$ cat src/rtl/lcdn_pkg.sv
// Shared types, microcode control word and constants for the character LCD nibble interface.
`timescale 1ns / 1ps
package lcdn_pkg;

    // Request codes carried on the input channel.
    typedef enum logic [1:0] {
        REQ_CMD  = 2'd0,
        REQ_DATA = 2'd1,
        REQ_SLOW = 2'd2,
        REQ_INIT = 2'd3
    } lcdn_req_t;

    // Source of the data lines for one step.
    typedef enum logic [1:0] {
        NIB_KEEP  = 2'd0,
        NIB_CONST = 2'd1,
        NIB_HI    = 2'd2,
        NIB_LO    = 2'd3
    } lcdn_nib_sel_t;

    // Source of the register select level for one step.
    typedef enum logic [1:0] {
        RS_KEEP = 2'd0,
        RS_ZERO = 2'd1,
        RS_REQ  = 2'd2
    } lcdn_rs_sel_t;

    // Hold time choice for one step.
    typedef enum logic [2:0] {
        HOLD_ONE      = 3'd0,
        HOLD_BYTE_END = 3'd1,
        HOLD_POWER    = 3'd2,
        HOLD_WAKE0    = 3'd3,
        HOLD_WAKE1    = 3'd4,
        HOLD_WAKE2    = 3'd5
    } lcdn_hold_sel_t;

    // Sequencing after a step.
    typedef enum logic {
        JMP_NEXT = 1'b0,
        JMP_LOOP = 1'b1
    } lcdn_jmp_t;

    // One microcode control word.
    typedef struct packed {
        lcdn_rs_sel_t   rs_sel;
        lcdn_nib_sel_t  nib_sel;
        logic [3:0]     nib_const;
        logic           enable;
        lcdn_hold_sel_t hold_sel;
        lcdn_jmp_t      jmp;
    } lcdn_ctl_t;

    // Per-request operand information handed to the datapath.
    typedef struct packed {
        logic [7:0] operand;
        logic       rs_req;
        logic       slow;
        logic       last;
    } lcdn_op_t;

    localparam int PC_W = 4;
    localparam int CMD_IDX_W = 3;

    localparam logic [PC_W-1:0] INIT_ENTRY = 4'd0;
    localparam logic [PC_W-1:0] BYTE_ENTRY = 4'd9;

    localparam logic [CMD_IDX_W-1:0] CMD_IDX_CLEAR = 3'd2;
    localparam logic [CMD_IDX_W-1:0] CMD_IDX_ATTR  = 3'd4;

    localparam logic [7:0] CMD_FUNCSET = 8'h28;
    localparam logic [7:0] CMD_DISPOFF = 8'h08;
    localparam logic [7:0] CMD_CLEAR   = 8'h01;
    localparam logic [7:0] CMD_ENTRY   = 8'h06;

    localparam logic [7:0] ATTR_RESET = 8'd12;

    localparam logic [15:0] HOLD_VAL_ONE   = 16'd1;
    localparam logic [15:0] HOLD_VAL_BYTE  = 16'd41;
    localparam logic [15:0] HOLD_VAL_SLOW  = 16'd2041;
    localparam logic [15:0] HOLD_VAL_POWER = 16'd50000;
    localparam logic [15:0] HOLD_VAL_WAKE0 = 16'd5001;
    localparam logic [15:0] HOLD_VAL_WAKE1 = 16'd111;
    localparam logic [15:0] HOLD_VAL_WAKE2 = 16'd41;

    // Fixed initialisation commands; the display attribute comes from its register.
    function automatic logic [7:0] init_cmd(input logic [CMD_IDX_W-1:0] idx);
        logic [7:0] c;
        unique case (idx)
            3'd0:    c = CMD_FUNCSET;
            3'd1:    c = CMD_DISPOFF;
            3'd2:    c = CMD_CLEAR;
            3'd3:    c = CMD_ENTRY;
            default: c = CMD_FUNCSET;
        endcase
        return c;
    endfunction

endpackage

$ cat src/rtl/lcdn_ucode_rom.sv
// Microcode program store: one control word per sequencer step.
`timescale 1ns / 1ps
module lcdn_ucode_rom
    import lcdn_pkg::*;
(
    input  logic [PC_W-1:0] pc,
    output lcdn_ctl_t       ctl
);

    // Steps 0 to 8 are the power-up wait and wake-up nibbles; 9 to 12 send one byte.
    always_comb begin
        unique case (pc)
            4'd0:  ctl = '{RS_KEEP, NIB_KEEP,  4'h0, 1'b0, HOLD_POWER,    JMP_NEXT};
            4'd1:  ctl = '{RS_ZERO, NIB_CONST, 4'h3, 1'b1, HOLD_ONE,      JMP_NEXT};
            4'd2:  ctl = '{RS_KEEP, NIB_KEEP,  4'h0, 1'b0, HOLD_WAKE0,    JMP_NEXT};
            4'd3:  ctl = '{RS_KEEP, NIB_CONST, 4'h3, 1'b1, HOLD_ONE,      JMP_NEXT};
            4'd4:  ctl = '{RS_KEEP, NIB_KEEP,  4'h0, 1'b0, HOLD_WAKE1,    JMP_NEXT};
            4'd5:  ctl = '{RS_KEEP, NIB_CONST, 4'h3, 1'b1, HOLD_ONE,      JMP_NEXT};
            4'd6:  ctl = '{RS_KEEP, NIB_KEEP,  4'h0, 1'b0, HOLD_WAKE2,    JMP_NEXT};
            4'd7:  ctl = '{RS_KEEP, NIB_CONST, 4'h2, 1'b1, HOLD_ONE,      JMP_NEXT};
            4'd8:  ctl = '{RS_KEEP, NIB_KEEP,  4'h0, 1'b0, HOLD_ONE,      JMP_NEXT};
            4'd9:  ctl = '{RS_REQ,  NIB_HI,    4'h0, 1'b1, HOLD_ONE,      JMP_NEXT};
            4'd10: ctl = '{RS_KEEP, NIB_KEEP,  4'h0, 1'b0, HOLD_ONE,      JMP_NEXT};
            4'd11: ctl = '{RS_KEEP, NIB_LO,    4'h0, 1'b1, HOLD_ONE,      JMP_NEXT};
            4'd12: ctl = '{RS_KEEP, NIB_KEEP,  4'h0, 1'b0, HOLD_BYTE_END, JMP_LOOP};
            default: ctl = '{RS_KEEP, NIB_KEEP, 4'h0, 1'b0, HOLD_BYTE_END, JMP_LOOP};
        endcase
    end

endmodule

$ cat src/rtl/lcdn_datapath.sv
// Pin-level datapath: RS and bus level registers, hold time selection and output register.
`timescale 1ns / 1ps
module lcdn_datapath
    import lcdn_pkg::*;
(
    input  logic        aclk,
    input  logic        aresetn,
    input  logic        step_fire,
    input  lcdn_ctl_t   ctl,
    input  lcdn_op_t    op,
    input  logic        m_ready,
    output logic        m_valid,
    output logic        m_rs_pin,
    output logic        m_enable_pin,
    output logic [3:0]  m_data_lines,
    output logic [15:0] m_hold_us,
    output logic        m_last
);

    logic        rs_level_reg, rs_level_next;
    logic [3:0]  bus_level_reg, bus_level_next;
    logic        m_valid_reg;
    logic        rs_pin_reg, enable_pin_reg, last_reg;
    logic [3:0]  data_lines_reg;
    logic [15:0] hold_us_reg, hold_next;

    // Register select level for this step.
    always_comb begin
        unique case (ctl.rs_sel)
            RS_ZERO: rs_level_next = 1'b0;
            RS_REQ:  rs_level_next = op.rs_req;
            default: rs_level_next = rs_level_reg;
        endcase
    end

    // Data line levels for this step.
    always_comb begin
        unique case (ctl.nib_sel)
            NIB_CONST: bus_level_next = ctl.nib_const;
            NIB_HI:    bus_level_next = op.operand[7:4];
            NIB_LO:    bus_level_next = op.operand[3:0];
            default:   bus_level_next = bus_level_reg;
        endcase
    end

    // Hold time; the closing state of a slow command carries the long wait.
    always_comb begin
        unique case (ctl.hold_sel)
            HOLD_BYTE_END: hold_next = op.slow ? HOLD_VAL_SLOW : HOLD_VAL_BYTE;
            HOLD_POWER:    hold_next = HOLD_VAL_POWER;
            HOLD_WAKE0:    hold_next = HOLD_VAL_WAKE0;
            HOLD_WAKE1:    hold_next = HOLD_VAL_WAKE1;
            HOLD_WAKE2:    hold_next = HOLD_VAL_WAKE2;
            default:       hold_next = HOLD_VAL_ONE;
        endcase
    end

    // Pin level state.
    always_ff @(posedge aclk) begin
        if (!aresetn) begin
            rs_level_reg  <= 1'b0;
            bus_level_reg <= 4'd0;
        end else if (step_fire) begin
            rs_level_reg  <= rs_level_next;
            bus_level_reg <= bus_level_next;
        end
    end

    // Output register valid flag.
    always_ff @(posedge aclk) begin
        if (!aresetn) begin
            m_valid_reg <= 1'b0;
        end else if (step_fire) begin
            m_valid_reg <= 1'b1;
        end else if (m_ready) begin
            m_valid_reg <= 1'b0;
        end
    end

    // Output payload.
    always_ff @(posedge aclk) begin
        if (step_fire) begin
            rs_pin_reg     <= rs_level_next;
            enable_pin_reg <= ctl.enable;
            data_lines_reg <= bus_level_next;
            hold_us_reg    <= hold_next;
            last_reg       <= op.last;
        end
    end

    assign m_valid      = m_valid_reg;
    assign m_rs_pin     = rs_pin_reg;
    assign m_enable_pin = enable_pin_reg;
    assign m_data_lines = data_lines_reg;
    assign m_hold_us    = hold_us_reg;
    assign m_last       = last_reg;

endmodule

$ cat src/rtl/char_lcd_nibble_interface_top.sv
// Top level: request intake, microcode sequencer, configuration port and assertions.
// The first pin state of a request is loaded into the output register by the first step after it is taken.
// The sequencer loads one pin state per cycle while the sink is ready; a byte request gives 4 states
// and initialisation 29.
// The next request can be taken in the cycle after the final state of the current one is loaded.
// Synchronous active-low reset clears the sequencer, pin levels and sets display_attr to 12.
`timescale 1ns / 1ps
module char_lcd_nibble_interface_top
    import lcdn_pkg::*;
(
    input  logic        aclk,
    input  logic        aresetn,
    input  logic        s_valid,
    output logic        s_ready,
    input  logic [1:0]  s_req_type,
    input  logic [7:0]  s_byte_value,
    output logic        m_valid,
    input  logic        m_ready,
    output logic        m_rs_pin,
    output logic        m_enable_pin,
    output logic [3:0]  m_data_lines,
    output logic [15:0] m_hold_us,
    output logic        m_last,
    input  logic        psel,
    input  logic        penable,
    input  logic        pwrite,
    input  logic [2:0]  paddr,
    input  logic [31:0] pwdata,
    output logic [31:0] prdata,
    output logic        pready
);

    logic                 busy_reg;
    logic [PC_W-1:0]      pc_reg;
    logic [CMD_IDX_W-1:0] cmd_idx_reg;
    logic                 init_reg;
    lcdn_req_t            req_type_reg;
    logic [7:0]           byte_reg;
    logic [7:0]           display_attr_reg;
    lcdn_ctl_t            ctl;
    lcdn_op_t             op;
    logic                 more_cmds;
    logic                 step_fire;
    logic                 s_fire;
    logic                 cfg_write;

    // Configuration register; only the first word address decodes.
    assign pready    = 1'b1;
    assign cfg_write = psel && penable && pwrite && pready;

    always_ff @(posedge aclk) begin
        if (!aresetn) begin
            display_attr_reg <= ATTR_RESET;
        end else if (cfg_write && !paddr[2]) begin
            display_attr_reg <= pwdata[7:0];
        end
    end

    assign prdata = paddr[2] ? 32'd0 : {24'd0, display_attr_reg};

    // Handshakes: while busy, a step runs whenever the output register is free or draining.
    assign s_ready   = !busy_reg;
    assign s_fire    = s_valid && s_ready;
    assign step_fire = busy_reg && (!m_valid || m_ready);

    // Operand for the byte steps and the end-of-program test.
    assign more_cmds = init_reg && (cmd_idx_reg != CMD_IDX_ATTR);

    always_comb begin
        op.operand = byte_reg;
        if (init_reg) begin
            op.operand = (cmd_idx_reg == CMD_IDX_ATTR) ? display_attr_reg
                                                       : init_cmd(cmd_idx_reg);
        end
        op.rs_req = !init_reg && (req_type_reg == REQ_DATA);
        op.slow   = init_reg ? (cmd_idx_reg == CMD_IDX_CLEAR) : (req_type_reg == REQ_SLOW);
        op.last   = (ctl.jmp == JMP_LOOP) && !more_cmds;
    end

    // Request capture.
    always_ff @(posedge aclk) begin
        if (s_fire) begin
            req_type_reg <= lcdn_req_t'(s_req_type);
            byte_reg     <= s_byte_value;
        end
    end

    // Step counter with the byte loop back-jump.
    always_ff @(posedge aclk) begin
        if (!aresetn) begin
            busy_reg    <= 1'b0;
            pc_reg      <= INIT_ENTRY;
            cmd_idx_reg <= '0;
            init_reg    <= 1'b0;
        end else if (s_fire) begin
            busy_reg    <= 1'b1;
            init_reg    <= (s_req_type == REQ_INIT);
            pc_reg      <= (s_req_type == REQ_INIT) ? INIT_ENTRY : BYTE_ENTRY;
            cmd_idx_reg <= '0;
        end else if (step_fire) begin
            unique case (ctl.jmp)
                JMP_LOOP: begin
                    if (more_cmds) begin
                        pc_reg      <= BYTE_ENTRY;
                        cmd_idx_reg <= cmd_idx_reg + 3'd1;
                    end else begin
                        busy_reg <= 1'b0;
                    end
                end
                default: begin
                    pc_reg <= pc_reg + 4'd1;
                end
            endcase
        end
    end

    lcdn_ucode_rom u_rom (
        .pc  (pc_reg),
        .ctl (ctl)
    );

    lcdn_datapath u_datapath (
        .aclk         (aclk),
        .aresetn      (aresetn),
        .step_fire    (step_fire),
        .ctl          (ctl),
        .op           (op),
        .m_ready      (m_ready),
        .m_valid      (m_valid),
        .m_rs_pin     (m_rs_pin),
        .m_enable_pin (m_enable_pin),
        .m_data_lines (m_data_lines),
        .m_hold_us    (m_hold_us),
        .m_last       (m_last)
    );

`ifndef NO_ASSERTIONS
    // An enable pulse state is always held for exactly one microsecond.
    assert property (@(posedge aclk) disable iff (!aresetn)
        m_valid && m_enable_pin |-> m_hold_us == 16'd1)
        else $error("enable-high state with a hold other than 1 us");

    // The sequencer never runs beyond the end of its program.
    assert property (@(posedge aclk) disable iff (!aresetn)
        busy_reg |-> pc_reg <= 4'd12)
        else $error("step counter outside the microprogram");

    // The initialisation command index stays within its list.
    assert property (@(posedge aclk) disable iff (!aresetn)
        busy_reg |-> cmd_idx_reg <= CMD_IDX_ATTR)
        else $error("command index beyond the initialisation list");

    // Loading the final state of a request frees the sequencer for the next one.
    assert property (@(posedge aclk) disable iff (!aresetn)
        step_fire && op.last |=> !busy_reg && m_valid && m_last)
        else $error("final state did not end the request");
`endif

endmodule
$ cat config.mk
export PLATFORM = sky130hd
export DESIGN_NAME = char_lcd_nibble_interface_top
export DESIGN_NICKNAME = d
export VERILOG_FILES = /design/src/rtl/lcdn_pkg.sv /design/src/rtl/lcdn_ucode_rom.sv /design/src/rtl/lcdn_datapath.sv /design/src/rtl/char_lcd_nibble_interface_top.sv
export SDC_FILE = /design/constraint.sdc
export NUM_CORES = 1
export LEC_CHECK = 0
export ABC_AREA = 0
export CAP_MARGIN = 15
export CORE_MARGIN = 1.5
export CORE_UTILIZATION = 59
export DETAILED_ROUTE_END_ITERATION = 7
export DONT_BUFFER_PORTS = 1
export PLACE_DENSITY = 0.75
export SYNTH_ARGS = -nofsm -noshare
export SYNTH_HDL_FRONTEND = slang
export SYNTH_SLANG_ARGS = --single-unit
$ cat constraint.sdc
create_clock -name aclk -period 3 [get_ports aclk]
set_input_delay 0.15 -clock aclk [delete_from_list [all_inputs] [get_ports aclk]]
set_output_delay 0.15 -clock aclk [all_outputs]
set_load 0.01 [all_outputs]
==> results.sh, run 1 <==
export IMPL_grt_pass1_vias=1845
export IMPL_dpl_hpwl_um=3680
export IMPL_die_w_um=73.9
export IMPL_regArea_sq_mm=0.00152
export IMPL_critPathKind="reg -> reg"
export IMPL_worstSkewPairLatency_ns=0.34
export IMPL_slowest_stage="dfxtp_1"
export IMPL_initial_utilization=0.620
export IMPL_tritoncts="built"
export IMPL_drc=0
export IMPL_drive_gt1_frac=0.0943
export IMPL_cts_buffers=9
export IMPL_timing_hold_violations_final=0
export IMPL_finalSetupViolCount=0
export IMPL_place_inst=349
export IMPL_period_share=0.722
export IMPL_track_usage=0.225
export IMPL_cts_clk_slew_worst_paths_ns=0.07
export IMPL_met3_usage=0.0837
export IMPL_post_cts_setup_buffers=0
export IMPL_die_area_sq_mm=0.00546
export IMPL_place_gp_congestion=0.815
export IMPL_ios=110
export IMPL_critical_path_arrival_ns=2.42
export IMPL_syn_to_final_growth_pct=10.6
export IMPL_ys_seq_elements=62
export IMPL_route_vias_total=2075
export IMPL_ys_async_sr_fraction=0
export IMPL_overflow=0
export IMPL_rsz0062_at_grt="no"
export IMPL_root_buffer="clkbuf_8"
export IMPL_antenna_found_initial=0
export IMPL_ant_nets=0
export IMPL_met2_usage=0.350
export IMPL_setup_tns_ns=0
export IMPL_synth_most_common_cell="dfxtp_1"
export IMPL_core_sq_mm=0.00479
export IMPL_synth_area_leaders="edfxtp_1 (28%), dfxtp_1 (23%), buf_4 (7.8%)"
export IMPL_crit_chain="inv_1 > ha_1 > a21bo_2 > a2111o_1 > a31o_2 > a211oi_1"
export IMPL_maxCapViolCount=0
export IMPL_ys_types=54
export IMPL_top_usage_layer="met2"
export IMPL_n_antenna_cell=0
export IMPL_fmax_ghz=0.462
export IMPL_htree_levels=3
export IMPL_first_iter_violations=128
export IMPL_whs_ns=0.0321
export IMPL_slowest_delay_ns=0.45
export IMPL_crit_fanout=10
export IMPL_yosysWarningCount=0
export IMPL_ir_worst_vdd_mv=0.432
export IMPL_required_ns=3.25
export IMPL_end_kind="flop"
export IMPL_cts_resized=0
export IMPL_n_fill_cell=372
export IMPL_multi_input_area_sq_mm=0.00119
export IMPL_worstMarginPinSlew_ns=0.608
export IMPL_fin_crit_ns=2.17
export IMPL_postSynthCellCount=297
export IMPL_num_rows=25
export IMPL_critPathLaunchType="flop"
export IMPL_avgSynthCellArea_sq_um=9.99
export IMPL_fin_nets=372
export IMPL_firstDrtPassIters=4
export IMPL_fin_worst_skew_ns=0.00495
export IMPL_syn_area_sq_mm=0.00297
export IMPL_synth_top_cell_area_share=0.283
export IMPL_wl_um=5540
export IMPL_synth_commonest_cells="dfxtp_1 (34), buf_4 (31), nand2_1 (29), edfxtp_1 (28), nor2_1 (25)"
export IMPL_clock_path_buffers=2
export IMPL_finalNonFillerCells=385
export IMPL_outcome="completed"
export IMPL_synth_edff_count=28
export IMPL_grt_pass1_wl_um=8900
export IMPL_grtUsageMet1=0.284
export IMPL_vias_per_cell=5.39
export IMPL_yosys_area_top_type="edfxtp_1"
export IMPL_port_buffers=0
export IMPL_clock_sinks=62
export IMPL_wl_per_cell_um=14.4
export IMPL_p_per_area_mw_per_mm2=573
export IMPL_r2r_slack_ns=0.83
export IMPL_grt_max_degree=25
export IMPL_power_leakage_uw=0.00128
export IMPL_slew_headroom=0.594
export IMPL_synth_ff_type="dfxtp_1"
export IMPL_seq_area_frac_synth=0.513
export IMPL_worst_hold_path_type="in -> reg"
export IMPL_drv_slew=0
export IMPL_die_y_um=73.9
-- report_power, final --
group | internal [uW] | switching (uW)
clock | 427 | 324
combinational | 60.3 | 93.7
sequential | 935 | 41.9
-- cells in the final DEF (no fill, tap or decap), types with 11 or more instances in the layout --
cell,n
inv_1,15
conb_1,27
nor2_1,25
nor2b_1,11
edfxtp_1,28
clkbuf_8,11
nand2_1,29
dfxtp_1,34
dlygate4sd3_1,20
o21ai_0,12
a21oi_1,19
-- stage by stage --
step,utilization,setup slack (ns),area (sq um),total power [uW]
detailed placement,0.600,0.891,2870,1130
CTS,0.686,0.866,3280,1900
global route,0.686,0.694,3280,1960
global placement,0.600,0.925,2870,1120
finish,0.686,0.834,3280,1880
floorplan,-,0.987,3060,1130
-- cell families (layout without fill, tap and decap cells) --
kind of cell	after synthesis	count (layout)	synth area share
xor+xnor	1	1	0.00295
buf+inv	58	54	0.118
fa+ha+maj	7	7	0.0295
mux	4	4	0.0152
simple gates	104	104	0.179
compound gates	59	59	0.141
other cells	2	27	0.00253
flops	62	62	0.513
-- cell type report --
class	instances	area share
sequential	62	0.464
clock inverter	5	0.0175
tap	67	0.0255
inverter	17	0.0210
timing repair buffer	21	0.0633
clock buffer	11	0.0461
multi-input combinational	202	0.363
-- metal layers --
metal / part of all wire / routed length, um / vias up
met4: 0.016 / 89 / 0
met1: 0.43 / 2400 / 959
li1: - / - / 1020
met2: 0.49 / 2700 / 86
met3: 0.062 / 343 / 10
met5: 0 / 0 / -
-- worst paths after layout --
check	startpoint	to	cells after the start
worst min-delay path	aresetn	cmd_idx_reg[2]	2
worst max-delay path	cmd_idx_reg[1]	u_rom.ctl[5]	6
worst max register to register	cmd_idx_reg[1]	u_rom.ctl[5]	6
worst min register to register	u_rom.ctl[4]	u_datapath.m_enable_pin	0
-- critical path: cells and delay by family, from the launching register on --
| family | cells | cell delay, ns |
|---|---|---|
| compound gates | 4 | 1.18 |
| flops | 1 | 0.45 |
| fa+ha+maj | 1 | 0.34 |
| buf+inv | 1 | 0.12 |
-- timing repair --
item | CTS | global route
endpoints found under the hold margin | 27 | 0
hold buffers | 20 | 0
setup endpoints to repair | 0 | 0
(Power assumes the default switching activity.)
==> run 2, diff against run 1 <==
==> constraint.sdc (replaced) <==
create_clock -name aclk -period 2.05 [get_ports aclk]
set_input_delay 0.1025 -clock aclk [delete_from_list [all_inputs] [get_ports aclk]]
set_output_delay 0.1025 -clock aclk [all_outputs]
set_load 0.01 [all_outputs]
==> run 2 against run 1 <==
Clock-buffer cell count unchanged. Critical path type unchanged. Critical path depth grew 1. Clock power up 48%. Worst setup slack worse by 0.70 ns. Routed wire length down 2.8%.
==> results.sh, run 2 (synthesized netlist as in run 1, its figures left out) <==
export IMPL_outcome="completed"
export IMPL_drv_slew=0
export IMPL_required_ns=2.28
export IMPL_cts_clk_slew_worst_paths_ns=0.08
export IMPL_critPathLaunchType="flop"
export IMPL_p_per_area_mw_per_mm2=820
export IMPL_critical_path_arrival_ns=2.15
export IMPL_power_leakage_uw=0.00135
export IMPL_fin_worst_skew_ns=0.0101
export IMPL_vias_per_cell=5.21
export IMPL_critPathKind="reg -> reg"
export IMPL_worst_hold_path_type="in -> reg"
export IMPL_cts_buffers=9
export IMPL_drc=0
export IMPL_mostFrequentLayoutCells="dfxtp_1 (34), nand2_1 (29), edfxtp_1 (28)"
export IMPL_overflow=0
export IMPL_syn_to_final_growth_pct=14.1
export IMPL_final_common_cell="dfxtp_1"
export IMPL_fin_util=0.707
export IMPL_ant_nets=0
export IMPL_clock_sinks=62
export IMPL_firstDrtPassIters=6
export IMPL_place_gp_congestion=0.866
export IMPL_grt_pass1_wl_um=9070
export IMPL_fin_nets=382
export IMPL_setup_tns_ns=0
export IMPL_fin_crit_ns=1.92
export IMPL_grt_pass1_vias=1968
export IMPL_ir_worst_vdd_mv=0.587
export IMPL_wl_um=5380
export IMPL_num_rows=25
export IMPL_ios=110
export IMPL_stdcell_area_sq_mm=0.00339
export IMPL_dpl_hpwl_um=3740
export IMPL_n_fill_cell=383
export IMPL_initial_utilization=0.620
export IMPL_placed_area_sq_mm=0.00294
export IMPL_track_usage=0.225
export IMPL_port_buffers=0
export IMPL_worstMarginPinSlew_ns=0.527
export IMPL_worstSkewPairLatency_ns=0.34
export IMPL_drive_gt1_frac=0.131
export IMPL_tritoncts="built"
export IMPL_die_w_um=73.9
export IMPL_period_share=0.937
export IMPL_crit_fanout=5
export IMPL_clock_path_buffers=2
export IMPL_wl_per_cell_um=13.6
export IMPL_finalSetupViolCount=0
export IMPL_rsz0062_at_grt="no"
export IMPL_maxCapViolCount=0
export IMPL_first_iter_violations=95
export IMPL_root_buffer="clkbuf_8"
export IMPL_slew_headroom=0.647
export IMPL_grt_max_degree=25
export IMPL_route_vias_total=2056
export IMPL_post_cts_setup_buffers=0
export IMPL_htree_levels=3
export IMPL_n_antenna_cell=0
export IMPL_die_y_um=73.9
export IMPL_timing_hold_violations_final=0
export IMPL_core_sq_mm=0.00479
export IMPL_antenna_found_initial=0
export IMPL_fmax_ghz=0.521
export IMPL_die_area_sq_mm=0.00546
export IMPL_end_kind="flop"
## run 2: cell types whose count changed in the layout (fill, tap and decap cells not counted), sizes merged
cell / previous run / this run
clkinvlp: 3 / 0
buf: 1 / 10
dlygate4sd3: 20 / 21
inv: 15 / 19
bufinv: 1 / 0
## run 2: where the power goes
| part | switching, uW | internal [uW] | leakage [uW] | total [uW] |
|---|---|---|---|---|
| logic | 155 | 101 | 0.000685 | 255 |
| registers | 48.4 | 1370 | 0.000549 | 1420 |
| clock network | 500 | 605 | 0.000113 | 1110 |
| total | 703 | 2070 | 0.00135 | 2780 |
## run 2: final timing paths
| check | startpoint | to | slack, ns | depth (start not counted) |
|---|---|---|---|---|
| worst max-delay path | cmd_idx_reg[0] | u_rom.ctl[3] | 0.13 | 7 |
| worst min-delay path | aresetn | u_datapath.bus_level_reg[3] | 0.009 | 3 |
| worst max register to register | cmd_idx_reg[0] | u_rom.ctl[3] | 0.13 | 7 |
| worst min register to register | u_rom.ctl[4] | u_datapath.m_enable_pin | 0.41 | 0 |
## run 2: area by class of cell
| cell class | count | area [sq um] | area share |
|---|---|---|---|
| Clock buffer | 11 | 174 | 0.0514 |
| Inverter | 17 | 68.8 | 0.0203 |
| Multi-Input combinational cell | 202 | 1210 | 0.357 |
| Tap cell | 67 | 83.8 | 0.0248 |
| Clock inverter | 5 | 43.8 | 0.0129 |
| Sequential cell | 62 | 1520 | 0.449 |
| Timing Repair Buffer | 31 | 285 | 0.0843 |
## run 2: per-layer routing
| layer | part of all wire | track usage |
|---|---|---|
| met4 | 0.019 | 0.0864 |
| met1 | 0.46 | 0.283 |
| met2 | 0.48 | 0.358 |
| met5 | 0 | 0 |
| met3 | 0.041 | 0.0782 |
## run 2: per-stage QoR
stage	setup WS, ns	hold slack [ns]	cells	power [uW]
final	0.129	0.00947	395	2780
after detailed placement	0.0815	0.183	358	1660
after global placement	0.105	0.183	358	1660
after global routing	0.0373	0.0254	395	2900
after CTS	0.0557	0.00356	395	2810
after floorplan	0.0372	0.201	322	1650
## run 2: timing repair
action | in CTS | in global routing
endpoints found under the setup margin | 0 | 3
endpoints found under the hold margin | 30 | 0
resized for setup | 0 | 4
hold buffers | 21 | 0
## run 2: worst max-delay path, cell delays in order (launching register included)
cell,delay (ns)
dfxtp_1,0.38
inv_1,0.10
ha_2,0.23
a21bo_2,0.23
a2111o_1,0.43
a31o_2,0.26
inv_1,0.12
nor3_1,0.07
==> run 3, diff against run 2 <==
--- a/config.mk
+++ b/config.mk
@@ -5,13 +5,14 @@
 export SDC_FILE = /design/constraint.sdc
 export NUM_CORES = 1
 export LEC_CHECK = 0
-export ABC_AREA = 0
+export ABC_AREA = 1
 export CAP_MARGIN = 15
 export CORE_MARGIN = 1.5
 export CORE_UTILIZATION = 59
 export DETAILED_ROUTE_END_ITERATION = 7
 export DONT_BUFFER_PORTS = 1
 export PLACE_DENSITY = 0.75
+export SETUP_SLACK_MARGIN = 0.02
 export SYNTH_ARGS = -nofsm -noshare
 export SYNTH_HDL_FRONTEND = slang
 export SYNTH_SLANG_ARGS = --single-unit
==> run 3 against run 2 <==
Register-to-register slack better by 0.09 ns. Sequential power is 5% higher. Clock skew is 0.0020 ns lower. Largest power group unchanged. Flip-flop and latch count stayed put. Critical path depth is 5 higher. Synthesized area is 1.7% lower. Critical endpoint is now u_rom.ctl[9]. Non-clock buffer count is 7 lower. Global-route usage is 0.58 points higher. Die area is 1.6% lower. Via count is 6.2% higher. First-iteration DRC count is 120% higher.
==> results.sh, run 3 <==
export IMPL_worstMarginPinSlew_ns=0.589
export IMPL_synth_commonest_cells="nand2_1 (50), inv_1 (45), nor2_1 (44), dfxtp_1 (34), buf_4 (30)"
export IMPL_grt_pass1_vias=1909
export IMPL_final_common_cell="nand2_1"
export IMPL_fin_crit_ns=1.83
export IMPL_hold_depth=2
export IMPL_route_vias_total=2184
export IMPL_syn_to_final_growth_pct=12.5
export IMPL_power_total_uw=2900
export IMPL_n_antenna_cell=0
export IMPL_overflow=0
export IMPL_p_per_area_mw_per_mm2=882
export IMPL_synth_area_leaders="edfxtp_1 (29%), dfxtp_1 (23%), buf_4 (7.7%)"
export IMPL_seq_area_frac_synth=0.521
export IMPL_finalSetupViolCount=0
export IMPL_n_fill_cell=388
export IMPL_postSynthCellCount=338
export IMPL_critPathLaunchType="flop"
export IMPL_ys_seq_elements=62
export IMPL_initial_utilization=0.614
export IMPL_dpl_hpwl_um=3840
export IMPL_num_rows=25
export IMPL_cts_resized=0
export IMPL_maxCapViolCount=0
export IMPL_core_sq_mm=0.00475
export IMPL_period_share=0.892
export IMPL_yosys_area_top_type="edfxtp_1"
export IMPL_avgSynthCellArea_sq_um=8.63
export IMPL_worstSkewPairLatency_ns=0.35
export IMPL_drc=0
export IMPL_grt_pass1_wl_um=8910
export IMPL_fmax_ghz=0.547
export IMPL_drive_gt1_frac=0.0976
export IMPL_synth_top_cell_area_share=0.288
export IMPL_slew_headroom=0.606
export IMPL_cts_buffers=9
export IMPL_fin_worst_skew_ns=0.00811
export IMPL_wl_per_cell_um=12.9
export IMPL_reg2reg_depth=12
export IMPL_end_kind="flop"
export IMPL_port_buffers=0
export IMPL_mostFrequentLayoutCells="nand2_1 (50), inv_1 (45), nor2_1 (44)"
export IMPL_ir_worst_vdd_mv=0.722
export IMPL_yosysWarningCount=0
export IMPL_clock_path_buffers=2
export IMPL_worst_hold_path_type="in -> reg"
export IMPL_synth_edff_count=28
export IMPL_critical_path_arrival_ns=2.07
export IMPL_synth_most_common_cell="nand2_1"
export IMPL_die_area_sq_mm=0.00538
export IMPL_syn_area_sq_mm=0.00292
export IMPL_outcome="completed"
export IMPL_track_usage=0.231
export IMPL_ys_types=27
export IMPL_wl_um=5610
export IMPL_clock_sinks=62
export IMPL_antenna_found_initial=0
export IMPL_power_leakage_uw=0.00144
export IMPL_first_iter_violations=208
export IMPL_required_ns=2.29
export IMPL_crit_fanout=6
export IMPL_drv_slew=0
export IMPL_ant_nets=0
export IMPL_grt_max_degree=24
export IMPL_timing_hold_violations_final=0
export IMPL_cts_clk_slew_worst_paths_ns=0.07
export IMPL_ys_async_sr_fraction=0
export IMPL_die_y_um=73.3
export IMPL_die_w_um=73.3
export IMPL_root_buffer="clkbuf_8"
export IMPL_tritoncts="built"
export IMPL_rsz0062_at_grt="no"
export IMPL_critPathKind="reg -> reg"
export IMPL_place_gp_congestion=0.900
export IMPL_firstDrtPassIters=4
export IMPL_vias_per_cell=5.01
export IMPL_htree_levels=3
export IMPL_ios=110
export IMPL_setup_tns_ns=0
export IMPL_fin_nets=423
export IMPL_synth_ff_type="dfxtp_1"
-- run 3: cell type report --
class | count | area, sq um | area share
Tap cell | 67 | 83.8 | 0.0255
Clock buffer | 9 | 124 | 0.0377
Inverter | 47 | 176 | 0.0537
Timing Repair Buffer | 24 | 233 | 0.0709
Clock inverter | 7 | 75.1 | 0.0229
Multi-Input combinational cell | 220 | 1070 | 0.326
Sequential cell | 62 | 1520 | 0.463
-- run 3: kinds of logic after synthesis --
group | Yosys count | share of synthesized area
AOI/OAI and AO/OA | 51 | 0.0986
buffers and inverters | 81 | 0.144
and+or+nand+nor | 135 | 0.203
other | 2 | 0.00257
DFF | 62 | 0.521
adders and majority gates | 7 | 0.0300
-- run 3: per-layer routing --
metal,GRT usage,up-vias,part of all wire
met5,0,-,0
met4,0.121,0,0.027
met3,0.0686,12,0.083
met2,0.339,98,0.46
met1,0.309,984,0.43
li1,-,1090,-
-- run 3: final timing paths --
kind	endpoint	start	slack [ns]
setup reg to reg	u_rom.ctl[9]	cmd_idx_reg[1]	0.22
hold reg to reg	u_datapath.m_enable_pin	u_rom.ctl[4]	0.41
hold / removal	u_datapath.m_valid	aresetn	0.04
setup / recovery	u_rom.ctl[9]	cmd_idx_reg[1]	0.22
-- run 3: worst max-delay path: stages, from the launching register on --
cell and delay [ns]:
dfxtp_1 0.39, inv_1 0.11, ha_1 0.23, nand2_2 0.14, nand2_2 0.08, nand2_1 0.09
nand2_2 0.05, nand2_2 0.08, nand3_1 0.10, nand2_1 0.14, nand2_2 0.11, nand2_2 0.12
o21ai_1 0.07
-- run 3: what timing repair did --
| item | CTS | global route |
|---|---|---|
| hold endpoints to repair | 32 | 0 |
| endpoints found under the setup margin | 0 | 0 |
| hold buffers | 21 | 0 |
| setup buffers | 0 | 0 |
-- run 3: stage by stage --
stage / instance area (sq um) / setup WS [ns] / std cells / util / hold slack, ns
2_1_floorplan: 3010 / 0.443 / 363 / - / 0.201
3_3_place_gp: 2870 / 0.308 / 399 / 0.604 / 0.201
3_5_place_dp: 2870 / 0.266 / 399 / 0.604 / 0.201
4_1_cts: 3280 / 0.231 / 436 / 0.691 / 0.0352
5_1_grt: 3280 / 0.0371 / 436 / 0.691 / 0.0461
6_report: 3280 / 0.222 / 436 / 0.691 / 0.0409
-- run 3: power by group --
group | internal (uW) | switching [uW]
clock | 561 | 505
combinational | 119 | 226
sequential | 1410 | 73.9
total | 2090 | 805
